<file path="src/rtl/sre_pkg.sv">
// ----------------------------------------------------------------------------
// sre_pkg
// Shared types and constants for the speed, rpm and gear estimator.
// ----------------------------------------------------------------------------
package sre_pkg;

    localparam int unsigned UsecPerSec = 1000000;
    localparam int unsigned SpeedMax   = 262143;
    localparam int unsigned RpmMax     = 65535;
    localparam int unsigned RatioMax   = 65535;

    // command codes
    typedef enum logic [1:0] {
        CMD_SPEED   = 2'd0,
        CMD_TACH    = 2'd1,
        CMD_NEUTRAL = 2'd2,
        CMD_REPORT  = 2'd3
    } t_cmd;

    // configuration register indexes
    localparam logic [2:0] REG_SPEED_SCALE = 3'd0;
    localparam logic [2:0] REG_REV_SCALE   = 3'd1;
    localparam logic [2:0] REG_SPEED_MIN   = 3'd2;
    localparam logic [2:0] REG_REV_MIN     = 3'd3;
    localparam logic [2:0] REG_BOUND_ONE   = 3'd4;
    localparam logic [2:0] REG_BOUND_TWO   = 3'd5;
    localparam logic [2:0] REG_BOUND_THREE = 3'd6;
    localparam logic [2:0] REG_BOUND_FOUR  = 3'd7;

    // report job handed from front to back
    typedef struct packed {
        logic [31:0] speed_period;
        logic [31:0] rev_period;
        logic        neutral;
    } t_job;

    // back end sequencer states
    typedef enum logic [2:0] {
        ST_IDLE,
        ST_SPEED,
        ST_REV,
        ST_RATIO,
        ST_GEAR,
        ST_OUT
    } t_state;

    // divider handshake
    typedef struct packed {
        logic        start;
        logic [55:0] num;
        logic [31:0] den;
    } t_div_req;

endpackage

</file>
<file path="src/rtl/speed_rpm_gear_estimator.sv">
// ----------------------------------------------------------------------------
// speed_rpm_gear_estimator
// Gear estimate from road-speed and engine-speed pulse periods.
// ----------------------------------------------------------------------------
// Edge and neutral transactions are always accepted unless the job queue is
// full. A report transaction queues a snapshot of the periods; the back end
// then runs up to three 56-step divisions on one shared bit-serial divider,
// skipping a division when a period or the rpm is zero. Up to four reports may
// wait in the queue; while it is full, no transaction is accepted.
module speed_rpm_gear_estimator (
    input  logic        i_clk,
    input  logic        i_rst_n,
    input  logic        push,
    output logic        full,
    input  logic [1:0]  i_command,
    input  logic [31:0] i_time_us,
    input  logic        i_neutral_pin,
    output logic        empty,
    input  logic        pop,
    output logic [17:0] o_speed_mph,
    output logic [15:0] o_rev_rpm,
    output logic [15:0] o_ratio_q8,
    output logic [2:0]  o_gear,
    output logic        o_top_gear_lamp,
    input  logic        i_cfg_we,
    input  logic [2:0]  i_cfg_index,
    input  logic [19:0] i_cfg_data
);
    logic [15:0] r_speed_scale, r_rev_scale, r_b1, r_b2, r_b3, r_b4;
    logic [19:0] r_speed_min, r_rev_min;
    logic          q_full, job_push, job_pop, job_valid, busy, acc;
    sre_pkg::t_job job_in, job_out;

    assign full = busy;
    assign acc  = push && !full;

    // configuration registers
    always_ff @(posedge i_clk) begin
        if (!i_rst_n) begin
            r_speed_scale <= 16'd135;
            r_rev_scale   <= 16'd30;
            r_speed_min   <= 20'd700;
            r_rev_min     <= 20'd2200;
            r_b1          <= 16'd1615;
            r_b2          <= 16'd2248;
            r_b3          <= 16'd2852;
            r_b4          <= 16'd3394;
        end else if (i_cfg_we) begin
            unique case (i_cfg_index)
                sre_pkg::REG_SPEED_SCALE: r_speed_scale <= i_cfg_data[15:0];
                sre_pkg::REG_REV_SCALE:   r_rev_scale   <= i_cfg_data[15:0];
                sre_pkg::REG_SPEED_MIN:   r_speed_min   <= i_cfg_data;
                sre_pkg::REG_REV_MIN:     r_rev_min     <= i_cfg_data;
                sre_pkg::REG_BOUND_ONE:   r_b1          <= i_cfg_data[15:0];
                sre_pkg::REG_BOUND_TWO:   r_b2          <= i_cfg_data[15:0];
                sre_pkg::REG_BOUND_THREE: r_b3          <= i_cfg_data[15:0];
                sre_pkg::REG_BOUND_FOUR:  r_b4          <= i_cfg_data[15:0];
                default: ;
            endcase
        end
    end

    sre_front u_front (
        .i_clk(i_clk), .i_rst_n(i_rst_n), .i_valid(acc), .i_command(i_command),
        .i_time_us(i_time_us), .i_neutral_pin(i_neutral_pin),
        .i_speed_min(r_speed_min), .i_rev_min(r_rev_min), .i_q_full(q_full),
        .o_busy(busy), .o_job_push(job_push), .o_job(job_in)
    );

    sre_fifo u_fifo (
        .i_clk(i_clk), .i_rst_n(i_rst_n), .i_push(job_push), .i_data(job_in),
        .o_full(q_full), .i_pop(job_pop), .o_valid(job_valid), .o_data(job_out)
    );

    sre_back u_back (
        .i_clk(i_clk), .i_rst_n(i_rst_n), .i_job_valid(job_valid), .i_job(job_out),
        .o_job_pop(job_pop), .i_speed_scale(r_speed_scale), .i_rev_scale(r_rev_scale),
        .i_bound_one(r_b1), .i_bound_two(r_b2), .i_bound_three(r_b3),
        .i_bound_four(r_b4), .i_pop(pop), .o_empty(empty),
        .o_speed_mph(o_speed_mph), .o_rev_rpm(o_rev_rpm), .o_ratio_q8(o_ratio_q8),
        .o_gear(o_gear), .o_top_gear_lamp(o_top_gear_lamp)
    );

`ifndef SYNTHESIS
    // lamp only in top gear
    a_lamp: assert property (@(posedge i_clk) disable iff (!i_rst_n)
        !empty |-> (o_top_gear_lamp == (o_gear == 3'd5))) else $error("lamp mismatch");
    // result holds while not taken
    a_hold: assert property (@(posedge i_clk) disable iff (!i_rst_n)
        (!empty && !pop) |=> (!empty && $stable(o_ratio_q8))) else $error("result lost");
    // zero rpm gives zero ratio
    a_ratio: assert property (@(posedge i_clk) disable iff (!i_rst_n)
        (!empty && o_rev_rpm == 16'd0) |-> (o_ratio_q8 == 16'd0)) else $error("ratio");
`endif
endmodule

</file>
<file path="src/rtl/sre_front.sv">
// ----------------------------------------------------------------------------
// sre_front
// Edge qualification and neutral latch; queues report jobs.
// ----------------------------------------------------------------------------
module sre_front (
    input  logic                 i_clk,
    input  logic                 i_rst_n,
    input  logic                 i_valid,
    input  logic [1:0]           i_command,
    input  logic [31:0]          i_time_us,
    input  logic                 i_neutral_pin,
    input  logic [19:0]          i_speed_min,
    input  logic [19:0]          i_rev_min,
    input  logic                 i_q_full,
    output logic                 o_busy,
    output logic                 o_job_push,
    output sre_pkg::t_job        o_job
);
    logic [31:0] r_speed_last, r_speed_period, r_rev_last, r_rev_period;
    logic        r_neutral;
    logic [31:0] speed_gap, rev_gap;
    logic        is_speed, is_rev, is_neu, is_rep;

    assign is_speed = i_valid && (i_command == sre_pkg::CMD_SPEED);
    assign is_rev   = i_valid && (i_command == sre_pkg::CMD_TACH);
    assign is_neu   = i_valid && (i_command == sre_pkg::CMD_NEUTRAL);
    assign is_rep   = i_valid && (i_command == sre_pkg::CMD_REPORT);

    assign speed_gap = i_time_us - r_speed_last;
    assign rev_gap   = i_time_us - r_rev_last;

    // the front is busy, holding off all transactions, only when the queue is full
    assign o_busy     = i_q_full;
    assign o_job_push = is_rep;
    assign o_job      = '{speed_period: r_speed_period, rev_period: r_rev_period,
                          neutral: r_neutral};

    // channel state
    always_ff @(posedge i_clk) begin
        if (!i_rst_n) begin
            r_speed_last   <= '0;
            r_speed_period <= '0;
            r_rev_last     <= '0;
            r_rev_period   <= '0;
            r_neutral      <= 1'b0;
        end else begin
            if (is_speed && (speed_gap > {12'd0, i_speed_min})) begin
                r_speed_period <= speed_gap;
                r_speed_last   <= i_time_us;
            end
            if (is_rev && (rev_gap > {12'd0, i_rev_min})) begin
                r_rev_period <= rev_gap;
                r_rev_last   <= i_time_us;
            end
            if (is_neu) begin
                r_neutral <= ~i_neutral_pin;
            end
        end
    end
endmodule

</file>
<file path="src/rtl/sre_div.sv">
// ----------------------------------------------------------------------------
// sre_div
// Radix-2 restoring divider, 56-bit dividend by 32-bit divisor, one bit a cycle.
// ----------------------------------------------------------------------------
module sre_div (
    input  logic               i_clk,
    input  logic               i_rst_n,
    input  sre_pkg::t_div_req  i_req,
    output logic               o_done,
    output logic [55:0]        o_quot
);
    logic [55:0] r_quot;
    logic [32:0] r_rem;
    logic [31:0] r_den;
    logic [5:0]  r_cnt;
    logic        r_run, r_done;
    logic [32:0] shifted, diff;

    assign shifted = {r_rem[31:0], r_quot[55]};
    assign diff    = shifted - {1'b0, r_den};
    assign o_done  = r_done;
    assign o_quot  = r_quot;

    // control
    always_ff @(posedge i_clk) begin
        if (!i_rst_n) begin
            r_run  <= 1'b0;
            r_done <= 1'b0;
            r_cnt  <= '0;
        end else begin
            r_done <= 1'b0;
            if (i_req.start) begin
                r_run <= 1'b1;
                r_cnt <= 6'd55;
            end else if (r_run) begin
                r_cnt <= r_cnt - 6'd1;
                if (r_cnt == 6'd0) begin
                    r_run  <= 1'b0;
                    r_done <= 1'b1;
                end
            end
        end
    end

    // datapath
    always_ff @(posedge i_clk) begin
        if (i_req.start) begin
            r_quot <= i_req.num;
            r_rem  <= '0;
            r_den  <= i_req.den;
        end else if (r_run) begin
            if (!diff[32]) begin
                r_rem  <= diff;
                r_quot <= {r_quot[54:0], 1'b1};
            end else begin
                r_rem  <= shifted;
                r_quot <= {r_quot[54:0], 1'b0};
            end
        end
    end
endmodule

</file>
<file path="src/rtl/sre_back.sv">
// ----------------------------------------------------------------------------
// sre_back
// Report sequencer: speed, rpm and ratio through one shared divider, then gear.
// ----------------------------------------------------------------------------
module sre_back (
    input  logic               i_clk,
    input  logic               i_rst_n,
    input  logic               i_job_valid,
    input  sre_pkg::t_job      i_job,
    output logic               o_job_pop,
    input  logic [15:0]        i_speed_scale,
    input  logic [15:0]        i_rev_scale,
    input  logic [15:0]        i_bound_one,
    input  logic [15:0]        i_bound_two,
    input  logic [15:0]        i_bound_three,
    input  logic [15:0]        i_bound_four,
    input  logic               i_pop,
    output logic               o_empty,
    output logic [17:0]        o_speed_mph,
    output logic [15:0]        o_rev_rpm,
    output logic [15:0]        o_ratio_q8,
    output logic [2:0]         o_gear,
    output logic               o_top_gear_lamp
);
    sre_pkg::t_state   r_state, n_state;
    sre_pkg::t_job     r_job;
    sre_pkg::t_div_req div_req;
    logic              r_started;
    logic              div_done;
    logic [55:0]       div_quot;
    logic [17:0]       r_speed;
    logic [15:0]       r_rpm, r_ratio;
    logic [2:0]        r_gear, gear_c;
    logic              r_full;
    logic [35:0]       speed_num, rev_num;
    logic [17:0]       r_res_speed;
    logic [15:0]       r_res_rpm, r_res_ratio;
    logic [2:0]        r_res_gear;

    assign speed_num = 36'(sre_pkg::UsecPerSec) * {20'd0, i_speed_scale};
    assign rev_num   = 36'(sre_pkg::UsecPerSec) * {20'd0, i_rev_scale};

    sre_div u_div (
        .i_clk   (i_clk),
        .i_rst_n (i_rst_n),
        .i_req   (div_req),
        .o_done  (div_done),
        .o_quot  (div_quot)
    );

    // next state
    always_comb begin
        n_state = r_state;
        unique case (r_state)
            sre_pkg::ST_IDLE:  if (i_job_valid) n_state = sre_pkg::ST_SPEED;
            sre_pkg::ST_SPEED: if (div_done || (r_started && r_job.speed_period == '0))
                                   n_state = sre_pkg::ST_REV;
            sre_pkg::ST_REV:   if (div_done || (r_started && r_job.rev_period == '0))
                                   n_state = sre_pkg::ST_RATIO;
            sre_pkg::ST_RATIO: if (div_done || (r_started && r_rpm == '0))
                                   n_state = sre_pkg::ST_GEAR;
            sre_pkg::ST_GEAR:  if (!r_full) n_state = sre_pkg::ST_OUT;
            sre_pkg::ST_OUT:   n_state = sre_pkg::ST_IDLE;
            default:           n_state = sre_pkg::ST_IDLE;
        endcase
    end

    // divider requests and job pop
    always_comb begin
        div_req   = '{start: 1'b0, num: '0, den: '0};
        o_job_pop = 1'b0;
        unique case (r_state)
            sre_pkg::ST_IDLE:  o_job_pop = i_job_valid;
            sre_pkg::ST_SPEED: begin
                div_req.start = !r_started && (r_job.speed_period != '0);
                div_req.num   = {20'd0, speed_num};
                div_req.den   = r_job.speed_period;
            end
            sre_pkg::ST_REV: begin
                div_req.start = !r_started && (r_job.rev_period != '0);
                div_req.num   = {20'd0, rev_num};
                div_req.den   = r_job.rev_period;
            end
            sre_pkg::ST_RATIO: begin
                div_req.start = !r_started && (r_rpm != '0);
                div_req.num   = {30'd0, r_speed, 8'd0};
                div_req.den   = {16'd0, r_rpm};
            end
            default: ;
        endcase
    end

    // gear selection on the finished ratio
    always_comb begin
        priority if (r_job.neutral)          gear_c = 3'd0;
        else if (r_ratio < i_bound_one)      gear_c = 3'd1;
        else if (r_ratio < i_bound_two)      gear_c = 3'd2;
        else if (r_ratio < i_bound_three)    gear_c = 3'd3;
        else if (r_ratio < i_bound_four)     gear_c = 3'd4;
        else                                 gear_c = 3'd5;
    end

    // sequencer and result register
    always_ff @(posedge i_clk) begin
        if (!i_rst_n) begin
            r_state   <= sre_pkg::ST_IDLE;
            r_started <= 1'b0;
            r_full    <= 1'b0;
        end else begin
            r_state <= n_state;
            if (n_state != r_state) r_started <= 1'b0;
            else if (div_req.start) r_started <= 1'b1;
            else if (r_state != sre_pkg::ST_IDLE) r_started <= 1'b1;
            if (r_state == sre_pkg::ST_OUT) r_full <= 1'b1;
            else if (i_pop && r_full)       r_full <= 1'b0;
        end
    end

    // payload
    always_ff @(posedge i_clk) begin
        if (r_state == sre_pkg::ST_IDLE && i_job_valid) begin
            r_job   <= i_job;
            r_speed <= '0;
            r_rpm   <= '0;
            r_ratio <= '0;
        end
        if (div_done) begin
            unique case (r_state)
                sre_pkg::ST_SPEED:
                    r_speed <= (div_quot > 56'(sre_pkg::SpeedMax)) ? 18'h3FFFF
                                                                   : div_quot[17:0];
                sre_pkg::ST_REV:
                    r_rpm <= (div_quot > 56'(sre_pkg::RpmMax)) ? 16'hFFFF : div_quot[15:0];
                sre_pkg::ST_RATIO:
                    r_ratio <= (div_quot > 56'(sre_pkg::RatioMax)) ? 16'hFFFF
                                                                   : div_quot[15:0];
                default: ;
            endcase
        end
        if (r_state == sre_pkg::ST_GEAR) r_gear <= gear_c;
    end

    // result held apart from the working registers while it waits
    always_ff @(posedge i_clk) begin
        if (r_state == sre_pkg::ST_OUT) begin
            r_res_speed <= r_speed;
            r_res_rpm   <= r_rpm;
            r_res_ratio <= r_ratio;
            r_res_gear  <= r_gear;
        end
    end

    assign o_empty         = !r_full;
    assign o_speed_mph     = r_res_speed;
    assign o_rev_rpm       = r_res_rpm;
    assign o_ratio_q8      = r_res_ratio;
    assign o_gear          = r_res_gear;
    assign o_top_gear_lamp = (r_res_gear == 3'd5);
endmodule

</file>
<file path="src/rtl/sre_fifo.sv">
// ----------------------------------------------------------------------------
// sre_fifo
// Four-entry queue of report jobs between front and back.
// ----------------------------------------------------------------------------
module sre_fifo (
    input  logic           i_clk,
    input  logic           i_rst_n,
    input  logic           i_push,
    input  sre_pkg::t_job  i_data,
    output logic           o_full,
    input  logic           i_pop,
    output logic           o_valid,
    output sre_pkg::t_job  o_data
);
    sre_pkg::t_job r_mem [4];
    logic [1:0]    r_wp, r_rp;
    logic [2:0]    r_cnt;

    assign o_full  = (r_cnt == 3'd4);
    assign o_valid = (r_cnt != 3'd0);
    assign o_data  = r_mem[r_rp];

    // pointers
    always_ff @(posedge i_clk) begin
        if (!i_rst_n) begin
            r_wp  <= '0;
            r_rp  <= '0;
            r_cnt <= '0;
        end else begin
            if (i_push) r_wp <= r_wp + 2'd1;
            if (i_pop)  r_rp <= r_rp + 2'd1;
            r_cnt <= r_cnt + {2'd0, i_push} - {2'd0, i_pop};
        end
    end

    // storage
    always_ff @(posedge i_clk) begin
        if (i_push) r_mem[r_wp] <= i_data;
    end
endmodule
</file>
<file path="config.mk">
export PLATFORM = sky130hd
export DESIGN_NAME = speed_rpm_gear_estimator
export DESIGN_NICKNAME = d
export VERILOG_FILES = /design/src/rtl/sre_pkg.sv /design/src/rtl/speed_rpm_gear_estimator.sv /design/src/rtl/sre_front.sv /design/src/rtl/sre_div.sv /design/src/rtl/sre_back.sv /design/src/rtl/sre_fifo.sv
export SDC_FILE = /design/constraint.sdc
export NUM_CORES = 2
export LEC_CHECK = 0
export BUFFER_PORTS_ARGS = -buffer_cell sky130_fd_sc_hd__buf_2
export CORE_AREA = 2 2 347 314
export CTS_BUF_LIST = sky130_fd_sc_hd__clkbuf_4 sky130_fd_sc_hd__clkbuf_8 sky130_fd_sc_hd__clkbuf_16
export CTS_CLUSTER_DIAMETER = 100
export DETAILED_ROUTE_END_ITERATION = 8
export DIE_AREA = 0 0 349 316
export GPL_ROUTABILITY_DRIVEN = 0
export MAX_ROUTING_LAYER = met4
export PLACE_DENSITY = 0.65
export SYNTH_ARGS = -nofsm -noshare
export SYNTH_HDL_FRONTEND = slang
export SYNTH_SLANG_ARGS = --single-unit
</file>
<file path="constraint.sdc">
create_clock -name i_clk -period 6.31 [get_ports i_clk]
set_input_delay 1.262 -clock i_clk [delete_from_list [all_inputs] [get_ports i_clk]]
set_output_delay 1.262 -clock i_clk [all_outputs]
set_load 0.02 [all_outputs]
</file>
==> impl_metrics.ini <==
[run_status]
status = completed

[detailed_routing]
drc = 0
routed_via_density = 5.47
first_pass_iters = 6
drt_iter0_drc = 2966
routedWlPerCell_um = 19.7
wl_mm = 116
vias = 32300
drt.antenna.violating_nets = 0

[grt]
grt_pass1_vias = 30700
grt_max_degree = 111
grt_pass1_wl_mm = 180
grt.total_usage_pct = 21.6
overflow = 0
antenna_found_initial = 10

[sta]
finClkSkew_ns = 0.0495
hold_viol = 0
worst_pin_slew_ns = 1.35
finalSetupViolCount = 0
drv_slew = 0
fmax_mhz = 166
grt_setup_unrepaired = true
setup_tns_ns = 0
finalCritPeriodShare_pct = 95.5
period_needed_ns = 6.03
relSlewSlack_pct = 10.2
holdWs_ns = 0.420

[synthesis]
synth_seq_cells = 836
ys_top_cells_by_area = edfxtp_1, dfxtp_1, ha_1
async_reset_ff_share_pct = 0
yosysSeqAreaShare_pct = 47.0
synth_edf_count = 469
synthFlopType = edfxtp_1
synth.avg_cell_area_um2 = 10.5
ys.warnings.count = 0
synth_top_area_share_pct = 30.9
synth_top_area_cell = edfxtp_1
synthCells = 4348
syn_area_um2 = 45600
synth_cell_types = 81
synth_nets = 4937

[die]
die_y_um = 316
rows = 114
initial_core_util_pct = 42.7
fp.dieArea_um2 = 110000
core_area_um2 = 107000
boundaryPins = 119
fp.dieW_um = 349

[clock_tree]
cts_buffers = 90
cts_buffer_depth = 3
cts_sinks = 836
postCtsHoldBufs = 0
cts_max_level = 3
clk_latency_ns = 0.69
cts_root_buf = clkbuf_16
clk_pin_slew_ns = 0.06
cts_tree = done

[cells_and_area]
areaGrowthSynthToFinish_pct = 12.0
top_register = u_fifo.r_mem
drive_gt1_share_pct = 10.9
layout.nets = 5024
design_area_um2 = 51100
largest_reg_flops = 260
fill_cells = 9660

[worst_setup_path]
criticalPathCategory = register to register
cp-end-kind = register
cp.arrival_ns = 6.42
cp_data_required_time_ns = 6.70
path_max_fanout = 6
critPathLaunchType = register

[run]
drv_cap = 0

[place]
placed_area_um2 = 47800
port_buffers = 118
hpwlAfterDp_mm = 84.6

[power]
p_leak_uw = 0.0204
p_per_area_nw_per_um2 = 362
vdd_ir_drop_max_v = 0.000225

[hold_path]
hp-class = register to register
==> area by class of cell <==
class	instances	area, um2	share of cell area, %
antenna	5	12.5	0.0245
timing repair buffer	202	1280	2.51
sequential	836	21400	42.0
clock inverter	54	666	1.30
multi-input combinational	2876	21800	42.7
inverter	429	1610	3.16
clock buffer	115	2490	4.88
tap	1392	1740	3.41
==> logic make-up after synthesis <==
| group | share of synthesized area, % |
|---|---|
| and+or+nand+nor | 11.6 |
| AOI/OAI and AO/OA | 12.8 |
| DFF | 47.0 |
| buffers and inverters | 5.44 |
| adders and majority gates | 16.3 |
| xor gates and xnor gates | 2.61 |
| muxes | 4.32 |
==> final timing paths <==
| kind | depth (start not counted) | startpoint | end | slack [ns] |
|---|---|---|---|---|
| worst max register to register | 24 | r_speed_scale[3] | u_back.u_div.o_quot[31] | 0.28 |
| worst max-delay path | 24 | r_speed_scale[3] | u_back.u_div.o_quot[31] | 0.28 |
| worst min-delay path | 0 | u_back.r_gear[2] | u_back.o_gear[2] | 0.42 |
| worst min register to register | 0 | u_back.r_gear[2] | u_back.o_gear[2] | 0.42 |
==> what timing repair did <==
action | CTS | global route
gates resized for setup | 0 | 11
endpoints found under the hold margin | 0 | 0
setup endpoints to repair | 0 | 6
setup buffers | 0 | 1
==> critical path, stage by stage, from the launching register on <==
cell,delay [ns]
dfxtp_1,0.34
inv_1,0.11
fa_1,0.49
inv_1,0.05
fa_1,0.50
fa_1,0.58
fa_1,0.42
ha_1,0.29
inv_1,0.06
fa_1,0.49
inv_1,0.04
ha_2,0.37
a21oi_1,0.09
nor2b_1,0.12
o21ai_0,0.11
a211o_1,0.27
o21ai_0,0.11
buf_4,0.18
a41oi_2,0.15
a211o_1,0.32
inv_1,0.08
a21oi_1,0.08
xnor2_1,0.14
a221oi_1,0.27
nor2_1,0.07
==> cells in the final DEF (no fill, tap or decap), types with 90 or more instances in the layout <==
cell         n
nand2_1    512
edfxtp_1   469
inv_1      425
ha_1       410
dfxtp_1    363
a21oi_1    319
o21ai_0    233
nor2_1     178
nand3_1    167
buf_2      117
fa_1       114
xnor2_1     93
clkbuf_16   90
==> cell usage after synthesis (36+ instances only) <==
cell        n
mux4_2     65
clkbuf_1  147
nor2b_1    36
fa_1      114
edfxtp_1  469
o211ai_1   52
nor3_1     55
nor2_1    181
nand2_1   512
a21o_1     85
xor2_1     43
inv_1     428
dfxtp_1   367
nand3_1   167
nand2b_1   40
xnor2_1    93
o31ai_1    49
a21oi_1   319
o21ai_0   235
ha_1      412
and2_1     43
==> power breakdown <==
part | internal [uW] | switching [uW] | leakage [uW]
registers | 6840 | 621 | 0.00734
clock network | 3210 | 2300 | 0.00154
logic | 2290 | 3230 | 0.0115
total | 12300 | 6150 | 0.0204
==> routing by layer <==
metal,wire [um],part of all wire (%),track usage [%]
met5,0,0,-
met4,3390,2.9,7.04
met3,7860,6.8,3.73
met2,49500,43,30.8
met1,55500,48,31.1
==> metrics by stage <==
step	cells	setup WS (ns)	power, uW	util [%]
3_5_place_dp	5734	0.0359	13000	44.8
5_1_grt	5909	-0.00575	19500	47.8
3_3_place_gp	5734	0.0972	12900	44.8
4_1_cts	5903	0.190	18600	47.7
2_1_floorplan	4348	0.511	11500	-
6_report	5909	0.281	18500	47.8
(Power assumes the default switching activity.)
